==> config.mk <==
export PLATFORM = sky130hd
export DESIGN_NAME = char_lcd_escape_command_parser_core
export DESIGN_NICKNAME = d
export VERILOG_FILES = /design/src/rtl/clecp_pkg.sv /design/src/rtl/clecp_front.sv /design/src/rtl/clecp_queue.sv /design/src/rtl/clecp_back.sv /design/src/rtl/char_lcd_escape_command_parser_core.sv
export SDC_FILE = /design/constraint.sdc
export NUM_CORES = 1
export LEC_CHECK = 0
export ABC_AREA = 1
export ABC_CLOCK_PERIOD_IN_PS = 4200
export BUFFER_PORTS_ARGS = -buffer_cell sky130_fd_sc_hd__buf_2
export CORE_MARGIN = 2
export CORE_UTILIZATION = 62
export CTS_CLUSTER_SIZE = 40
export DETAILED_ROUTE_END_ITERATION = 7
export PLACE_DENSITY_LB_ADDON = 0.15
export SYNTH_ARGS = -nofsm -noshare
export SYNTH_HDL_FRONTEND = slang
export SYNTH_SLANG_ARGS = --single-unit
==> constraint.sdc <==
create_clock -name clk -period 4.2 [get_ports clk]
set_input_delay 0 -clock clk [delete_from_list [all_inputs] [get_ports clk]]
set_output_delay 0 -clock clk [all_outputs]
set_load 0.05 [all_outputs]
==> src/rtl/clecp_pkg.sv <==
// Shared types, codes and constants for the character-LCD escape parser.
// No dependencies; used by every module in rtl/.
package clecp_pkg;

  // Stream byte codes
  localparam logic [7:0] CH_NUL   = 8'h00;
  localparam logic [7:0] CH_CLEAR = 8'h0C;
  localparam logic [7:0] CH_HOME  = 8'h1E;
  localparam logic [7:0] CH_ESC   = 8'h1B;
  localparam logic [7:0] CH_STAR  = 8'h2A;
  localparam logic [7:0] CH_EQ    = 8'h3D;
  localparam logic [7:0] CH_DOT   = 8'h2E;
  localparam logic [7:0] CH_SEL0  = 8'h30;
  localparam logic [7:0] CH_SEL1  = 8'h31;
  localparam logic [7:0] CH_SEL2  = 8'h32;

  // LCD commands
  localparam logic [7:0] CMD_CLEAR    = 8'h01;
  localparam logic [7:0] CMD_HOME     = 8'h02;
  localparam logic [7:0] CMD_SET_ADDR = 8'h80;
  localparam logic [7:0] CMD_ROW2     = 8'h40;
  localparam logic [7:0] CMD_DISP_ON  = 8'h0C;
  localparam logic [7:0] CMD_DISP_CB  = 8'h0F;
  localparam logic [7:0] CMD_DISP_CUR = 8'h0E;
  localparam logic [7:0] CMD_FUNC_SET = 8'h38;
  localparam logic [7:0] CMD_ENTRY    = 8'h06;

  // Register select codes
  localparam logic RS_CMD  = 1'b0;
  localparam logic RS_DATA = 1'b1;

  localparam int INIT_LEN        = 8;
  localparam int INIT_LONG_WAITS = 4;
  localparam int QUEUE_DEPTH_DEF = 2;

  typedef enum logic [2:0] {
    PH_IDLE = 3'd0,
    PH_ESC  = 3'd1,
    PH_X    = 3'd2,
    PH_Y    = 3'd3,
    PH_DISP = 3'd4
  } phase_t;

  // One queued job: either a single bus write or the whole init run
  typedef struct packed {
    logic       is_init;
    logic       rs;
    logic [7:0] value;
  } job_t;

  function automatic logic [7:0] init_word(input logic [2:0] step);
    logic [7:0] w;
    case (step)
      3'd0, 3'd1, 3'd2, 3'd3: w = CMD_FUNC_SET;
      3'd4:                   w = CMD_DISP_ON;
      3'd5:                   w = CMD_CLEAR;
      3'd6:                   w = CMD_ENTRY;
      default:                w = CMD_SET_ADDR;
    endcase
    return w;
  endfunction

endpackage

==> src/rtl/clecp_front.sv <==
// Front end: parses stream bytes and escape sequences into queued jobs.
// Depends on clecp_pkg.
module clecp_front import clecp_pkg::*; (
  input  logic       clk,
  input  logic       rst_n,
  input  logic       acc,        // word accepted this cycle
  input  logic       mode,
  input  logic [7:0] stream_byte,
  output logic       push,
  output job_t       job
);

  phase_t     phase_r, phase_nxt;
  logic [3:0] col_r, col_nxt;

  always_ff @(posedge clk) begin
    if (!rst_n) begin
      phase_r <= PH_IDLE;
      col_r   <= 4'd0;
    end else begin
      phase_r <= phase_nxt;
      col_r   <= col_nxt;
    end
  end

  always_comb begin
    phase_nxt     = phase_r;
    col_nxt       = col_r;
    push          = 1'b0;
    job.is_init   = 1'b0;
    job.rs        = RS_CMD;
    job.value     = stream_byte;
    if (acc) begin
      if (mode) begin
        phase_nxt   = PH_IDLE;
        col_nxt     = 4'd0;
        push        = 1'b1;
        job.is_init = 1'b1;
      end else begin
        case (phase_r)
          PH_ESC: begin
            if (stream_byte == CH_EQ) begin
              phase_nxt = PH_X;
            end else if (stream_byte == CH_DOT) begin
              phase_nxt = PH_DISP;
            end else begin
              phase_nxt = PH_IDLE;
              if (stream_byte == CH_STAR) begin
                push      = 1'b1;
                job.value = CMD_CLEAR;
              end
            end
          end
          PH_X: begin
            col_nxt   = stream_byte[3:0];
            phase_nxt = PH_Y;
          end
          PH_Y: begin
            phase_nxt = PH_IDLE;
            push      = 1'b1;
            job.value = CMD_SET_ADDR | ((stream_byte != CH_NUL) ? CMD_ROW2 : 8'h00)
                        | {4'd0, col_r};
          end
          PH_DISP: begin
            phase_nxt = PH_IDLE;
            if (stream_byte == CH_SEL0) begin
              push      = 1'b1;
              job.value = CMD_DISP_ON;
            end else if (stream_byte == CH_SEL1) begin
              push      = 1'b1;
              job.value = CMD_DISP_CB;
            end else if (stream_byte == CH_SEL2) begin
              push      = 1'b1;
              job.value = CMD_DISP_CUR;
            end
          end
          default: begin
            phase_nxt = PH_IDLE;
            if (stream_byte == CH_CLEAR) begin
              push      = 1'b1;
              job.value = CMD_CLEAR;
            end else if (stream_byte == CH_HOME) begin
              push      = 1'b1;
              job.value = CMD_HOME;
            end else if (stream_byte == CH_ESC) begin
              phase_nxt = PH_ESC;
            end else if (stream_byte != CH_NUL) begin
              push      = 1'b1;
              job.rs    = RS_DATA;
            end
          end
        endcase
      end
    end
  end

endmodule

==> src/rtl/clecp_queue.sv <==
// Small job FIFO decoupling the parser from the bus-write sequencer.
// Depends on clecp_pkg (job_t).
module clecp_queue import clecp_pkg::*; #(
  parameter int DEPTH = QUEUE_DEPTH_DEF
) (
  input  logic clk,
  input  logic rst_n,
  input  logic push,
  input  job_t push_job,
  input  logic pop,
  output job_t head,
  output logic empty,
  output logic full
);

  localparam int PW = (DEPTH > 1) ? $clog2(DEPTH) : 1;
  localparam int CW = $clog2(DEPTH + 1);
  localparam logic [PW-1:0] LAST_PTR = PW'(DEPTH - 1);

  job_t          mem [DEPTH];
  logic [PW-1:0] wr_ptr_r, rd_ptr_r;
  logic [CW-1:0] cnt_r;

  assign empty = (cnt_r == '0);
  assign full  = (cnt_r == CW'(DEPTH));
  assign head  = mem[rd_ptr_r];

  always_ff @(posedge clk) begin
    if (push) mem[wr_ptr_r] <= push_job;
  end

  always_ff @(posedge clk) begin
    if (!rst_n) begin
      wr_ptr_r <= '0;
      rd_ptr_r <= '0;
      cnt_r    <= '0;
    end else begin
      if (push) wr_ptr_r <= (wr_ptr_r == LAST_PTR) ? '0 : wr_ptr_r + 1'b1;
      if (pop)  rd_ptr_r <= (rd_ptr_r == LAST_PTR) ? '0 : rd_ptr_r + 1'b1;
      if (push && !pop)      cnt_r <= cnt_r + 1'b1;
      else if (pop && !push) cnt_r <= cnt_r - 1'b1;
    end
  end

endmodule

==> src/rtl/clecp_back.sv <==
// Back end: expands queued jobs into bus-write words on a registered output.
// Depends on clecp_pkg (job_t, init_word).
module clecp_back import clecp_pkg::*; (
  input  logic       clk,
  input  logic       rst_n,
  input  job_t       head,
  input  logic       empty,
  output logic       pop,
  output logic       out_valid,
  input  logic       out_ready,
  output logic       out_rs,
  output logic [7:0] out_value,
  output logic       out_lw,
  output logic       out_last
);

  localparam logic [2:0] LAST_STEP = 3'(INIT_LEN - 1);

  logic       vld_r, vld_nxt;
  logic       init_act_r, init_act_nxt;
  logic [2:0] step_r, step_nxt;
  logic       rs_r, rs_nxt, lw_r, lw_nxt, last_r, last_nxt;
  logic [7:0] val_r, val_nxt;
  logic       load;

  assign load      = !vld_r || out_ready;
  assign out_valid = vld_r;
  assign out_rs    = rs_r;
  assign out_value = val_r;
  assign out_lw    = lw_r;
  assign out_last  = last_r;

  always_ff @(posedge clk) begin
    if (!rst_n) begin
      vld_r      <= 1'b0;
      init_act_r <= 1'b0;
      step_r     <= 3'd0;
    end else begin
      vld_r      <= vld_nxt;
      init_act_r <= init_act_nxt;
      step_r     <= step_nxt;
    end
  end

  always_ff @(posedge clk) begin
    rs_r   <= rs_nxt;
    val_r  <= val_nxt;
    lw_r   <= lw_nxt;
    last_r <= last_nxt;
  end

  always_comb begin
    vld_nxt      = vld_r;
    init_act_nxt = init_act_r;
    step_nxt     = step_r;
    rs_nxt       = rs_r;
    val_nxt      = val_r;
    lw_nxt       = lw_r;
    last_nxt     = last_r;
    pop          = 1'b0;
    if (load) begin
      vld_nxt = 1'b0;
      if (init_act_r) begin
        // continuing the init run
        vld_nxt  = 1'b1;
        rs_nxt   = RS_CMD;
        val_nxt  = init_word(step_r);
        lw_nxt   = (step_r < 3'(INIT_LONG_WAITS));
        last_nxt = (step_r == LAST_STEP);
        step_nxt = step_r + 3'd1;
        if (step_r == LAST_STEP) init_act_nxt = 1'b0;
      end else if (!empty) begin
        pop     = 1'b1;
        vld_nxt = 1'b1;
        if (head.is_init) begin
          rs_nxt       = RS_CMD;
          val_nxt      = init_word(3'd0);
          lw_nxt       = 1'b1;
          last_nxt     = 1'b0;
          step_nxt     = 3'd1;
          init_act_nxt = 1'b1;
        end else begin
          rs_nxt   = head.rs;
          val_nxt  = head.value;
          lw_nxt   = 1'b0;
          last_nxt = 1'b1;
        end
      end
    end
  end

endmodule

==> src/rtl/char_lcd_escape_command_parser_core.sv <==
// Character-LCD escape parser: byte stream in, LCD bus writes out.
// An accepted word is written into the job queue, then into the output register, before it appears on out_*.
// Throughput: one input word per cycle while the job queue has room; each
// single-write job gives one bus write, an init job holds the output sequencer for its 8 writes.
// Reset (rst_n low, synchronous): parser idle, column 0, queue and output empty.
// Depends on clecp_pkg, clecp_front, clecp_queue, clecp_back.
module char_lcd_escape_command_parser_core import clecp_pkg::*; #(
  parameter int QUEUE_DEPTH = QUEUE_DEPTH_DEF
) (
  input  logic        clk,
  input  logic        rst_n,
  input  logic        in_tvalid,
  output logic        in_tready,
  input  logic [7:0]  in_tdata,   // [7:0] stream_byte
  input  logic        in_tuser,   // [0] mode
  output logic        out_tvalid,
  input  logic        out_tready,
  output logic [15:0] out_tdata,  // [7:0] bus_value, [8] long_wait, [15:9] zero
  output logic        out_tuser,  // [0] reg_select
  output logic        out_tlast   // last write caused by one input word
);

  logic       acc;
  logic       push, pop, q_empty, q_full;
  job_t       push_job, head;
  logic [7:0] bus_value;
  logic       long_wait;

  // Front side only waits for queue room; the back side stalls on its own.
  assign in_tready = !q_full;
  assign acc       = in_tvalid && in_tready;

  clecp_front u_front (
    .clk         (clk),
    .rst_n       (rst_n),
    .acc         (acc),
    .mode        (in_tuser),
    .stream_byte (in_tdata),
    .push        (push),
    .job         (push_job)
  );

  clecp_queue #(.DEPTH(QUEUE_DEPTH)) u_queue (
    .clk      (clk),
    .rst_n    (rst_n),
    .push     (push),
    .push_job (push_job),
    .pop      (pop),
    .head     (head),
    .empty    (q_empty),
    .full     (q_full)
  );

  // Output register in the back end decouples result flow from out_tready.
  clecp_back u_back (
    .clk       (clk),
    .rst_n     (rst_n),
    .head      (head),
    .empty     (q_empty),
    .pop       (pop),
    .out_valid (out_tvalid),
    .out_ready (out_tready),
    .out_rs    (out_tuser),
    .out_value (bus_value),
    .out_lw    (long_wait),
    .out_last  (out_tlast)
  );

  assign out_tdata = {7'd0, long_wait, bus_value};

endmodule

==> impl_metrics.py <==
metrics = {
    "outcome": {
        "status": "finished, final reports clean",
    },
    "sta": {
        "skew_ns": 0.0149,
        "max_freq_mhz": 458,
        "tns_ns": 0,
        "period_minus_slack_ns": 2.18,
        "relSlewSlack": 0.485,
        "period_share": 0.520,
        "tightest_slew_ns": 0.769,
        "fin_hold_ws_ns": 0.0139,
        "slew_violations": 0,
        "finalSetupViolations": 0,
        "report.final.hold_viol_count": 0,
        "rsz0062_at_grt": "false",
    },
    "power_and_ir_drop": {
        "power.internal_w": 0.00106,
        "p_seq_frac": 0.411,
        "power_density_nw_per_um2": 610,
        "ir_worst_vdd_mv": 0.296,
        "p_clk_frac": 0.229,
        "p_switching_w": 0.000692,
        "power_leakage_nw": 1.25,
        "comb_power_share": 0.360,
        "switching_share": 0.396,
    },
    "final_layout": {
        "final-seq-area_um2": 1270,
        "nFillCells": 322,
        "multi_input_area_um2": 1090,
        "syn_to_final_growth_pct": 11.7,
        "nets": 345,
        "diodes": 0,
        "final_cell_mix": "nand2_1, inv_1, nor2_1",
        "final_common_cell": "nand2_1",
        "drive_gt1_frac": 0.187,
    },
    "detailed_routing": {
        "via_per_inst": 5.40,
        "drtPass1Iterations": 4,
        "drt_iter0_markers": 134,
        "drcViolationCount": 0,
        "wl_per_cell_um": 13.9,
        "vias": 2029,
        "antenna_left": 0,
        "routed_wl_mm": 5.22,
    },
    "die": {
        "die_height_um": 68.3,
        "die_w_um": 68.3,
        "start_util": 0.642,
        "dieArea_um2": 4670,
        "core_um2": 4000,
        "num_io_pins": 33,
        "rows": 23,
    },
    "yosys": {
        "syn_area_um2": 2570,
        "synth_seq_cells": 48,
        "postSynthCellCount": 296,
        "synth_area_leaders": "edfxtp_1, dfxtp_1, nand2_1, inv_1, a21oi_1",
        "yosys_warnings": 0,
        "synth_top_area_cell": "edfxtp_1",
        "synthDistinctLibCells": 33,
        "syn_area_per_cell_um2": 8.67,
        "yosysSeqAreaShare": 0.495,
        "yosysTopAreaCellShare": 0.363,
    },
    "worst_hold_path": {
        "hp-start": "in_tdata[2]",
        "min_path_type": "input port to flip-flop",
    },
    "worst_setup_path": {
        "start_kind": "flip-flop",
        "cp_data_required_time_ns": 4.12,
        "rrSetupSlack_ns": 2.02,
        "path_max_fanout": 10,
        "crit_slowest_cell": "nor2_1",
        "r2r_cells": 9,
        "crit_end": "u_queue.mem[0][8]$_DFFE_PP_",
        "cp-startpoint": "u_front.phase_r[1]$_SDFFE_PN0P_",
        "path_depth": 9,
        "critical_path.top_delay_family": "simple AND/OR/NAND/NOR gates",
        "crit_chain": "inv_2 > nand2_1 > nor2_2 > nand3_2 > nand2_1 > nor2_1 > nand3_2 > nand2_1 > nor2_1",
        "cpMostUsedCell": "nand2_1",
        "critPathMaxStageDelay_ns": 0.59,
        "worstPathBufferInverterCount": 1,
        "cp-end-kind": "flip-flop",
        "arrival_ns": 2.11,
        "path_class": "flip-flop to flip-flop",
        "r2r-start": "u_front.phase_r[1]$_SDFFE_PN0P_",
        "reg2reg_to": "u_queue.mem[0][8]$_DFFE_PP_",
    },
    "clocking": {
        "clockBufferDepth": 2,
        "clk_pin_slew_ns": 0.09,
        "cts_made_buffers": 5,
        "cts_root_buffer": "clkbuf_8",
        "clkLatencyLatePin_ns": 0.30,
        "post_cts_resized": 0,
        "post_cts_buffers": 0,
        "numClockSinks": 48,
        "cts_tree": "done",
        "htree_levels": 2,
    },
    "placed_design": {
        "hpwl_mm": 4.12,
        "globalplace.congestion": 0.883,
        "io_buffers": 25,
    },
    "global_routing": {
        "use_met3": 0.0411,
        "grt_pass1_wl_mm": 8.58,
        "grt_max_degree": 16,
        "antenna_found_initial": 0,
        "use_met1": 0.273,
        "grt_use_total": 0.254,
        "overflow": 0,
        "grt.met2_usage": 0.477,
        "grt_pass1_vias": 1927,
        "top_usage_layer": "met2",
    },
    "flow_run": {
        "maxCapViolCount": 0,
    },
}
stage by stage:
step           std cells  setup slack, ns  total power [W]   util  instance area (um2)
3_5_place_dp         367             2.07          0.00136  0.677                 2710
3_3_place_gp         367             2.14          0.00134  0.677                 2710
4_1_cts              376             2.02          0.00176  0.716                 2870
5_1_grt              376             1.82          0.00185  0.716                 2870
6_report             376             2.02          0.00175  0.716                 2870
2_1_floorplan        302             2.32          0.00123      -                 2590
power by group through the flow:
stage	sequential, W	clock (W)	combinational, W
5_1_grt	0.000736	0.000421	0.000692
3_5_place_dp	0.000731	0	0.000627
3_3_place_gp	0.000724	0	0.000615
2_1_floorplan	0.000900	0	0.000333
4_1_cts	0.000721	0.000403	0.000631
6_report	0.000719	0.000401	0.000629
tightest hold or removal path: cells and delay by family:
family / cells / cell delay, ns
buffers and inverters: 1 / 0.13
AO/OA/AOI/OAI: 1 / 0.06
AND/OR/NAND/NOR: 1 / 0.08
area by class of cell:
cell class,instances,area share
sequential,48,0.444
clock inverter,1,0.0105
tap,50,0.0218
clock buffer,7,0.0415
timing repair buffer,26,0.0472
inverter,41,0.0537
multi-input combinational,203,0.382
registers in the layout, summed over array words and instances, names as in the netlist, named ones only:
register	flops
u_queue.mem	20
u_back.out_value	8
u_front.col_r	4
u_back.step_r	3
u_front.phase_r	3
u_queue.cnt_r	2
u_back.init_act_r	1
u_back.out_last	1
u_back.out_lw	1
u_back.out_rs	1
u_back.out_valid	1
u_queue.rd_ptr_r	1
u_queue.wr_ptr_r	1
logic make-up after synthesis:
kind of cell | share of synthesized area
other cells | 0.00146
compound gates | 0.116
simple gates | 0.251
xor+xnor | 0.00341
fa+ha+maj | 0.0341
buf+inv | 0.0873
flops | 0.495
mux | 0.0117
synthesized netlist by cell type:
master / n
o21ai_2: 2
o2111ai_1: 1
xor2_1: 1
o21ai_0: 19
nand2_1: 65
nor3_1: 2
ha_1: 7
inv_1: 34
nor2_1: 32
o32ai_1: 1
inv_2: 6
dfxtp_1: 17
nand2_2: 2
buf_4: 8
nand4_1: 2
conb_1: 1
o22ai_1: 1
buf_2: 2
mux2i_1: 3
clkinv_1: 1
nor2_4: 1
edfxtp_1: 31
a21oi_1: 25
nand2_4: 2
nor3_2: 1
a31oi_1: 3
a41oi_1: 1
nor2_8: 2
nand3_2: 9
nand3_1: 9
nor2_2: 2
and2_1: 2
a31o_2: 1
timing repair:
item,in CTS,in global routing
endpoints found under the hold margin,4,0
hold buffers,1,0
setup endpoints to repair,0,0
routing by layer:
metal,vias up,share of wire
li1,1023,-
met1,930,0.39
met2,64,0.54
met3,12,0.043
met4,0,0.026
met5,-,0
how the worst min path moves through the flow:
stage / endpoint / depth (start not counted)
after global placement: u_queue.wr_ptr_r$_SDFFE_PN0N_ / 3
after floorplan: u_queue.wr_ptr_r$_SDFFE_PN0N_ / 2
after CTS: u_front.col_r[2]$_SDFFE_PN0P_ / 3
final: u_front.col_r[2]$_SDFFE_PN0P_ / 3
after global routing: u_front.col_r[2]$_SDFFE_PN0P_ / 3
after detailed placement: u_queue.wr_ptr_r$_SDFFE_PN0N_ / 3
(Power assumes the default switching activity.)
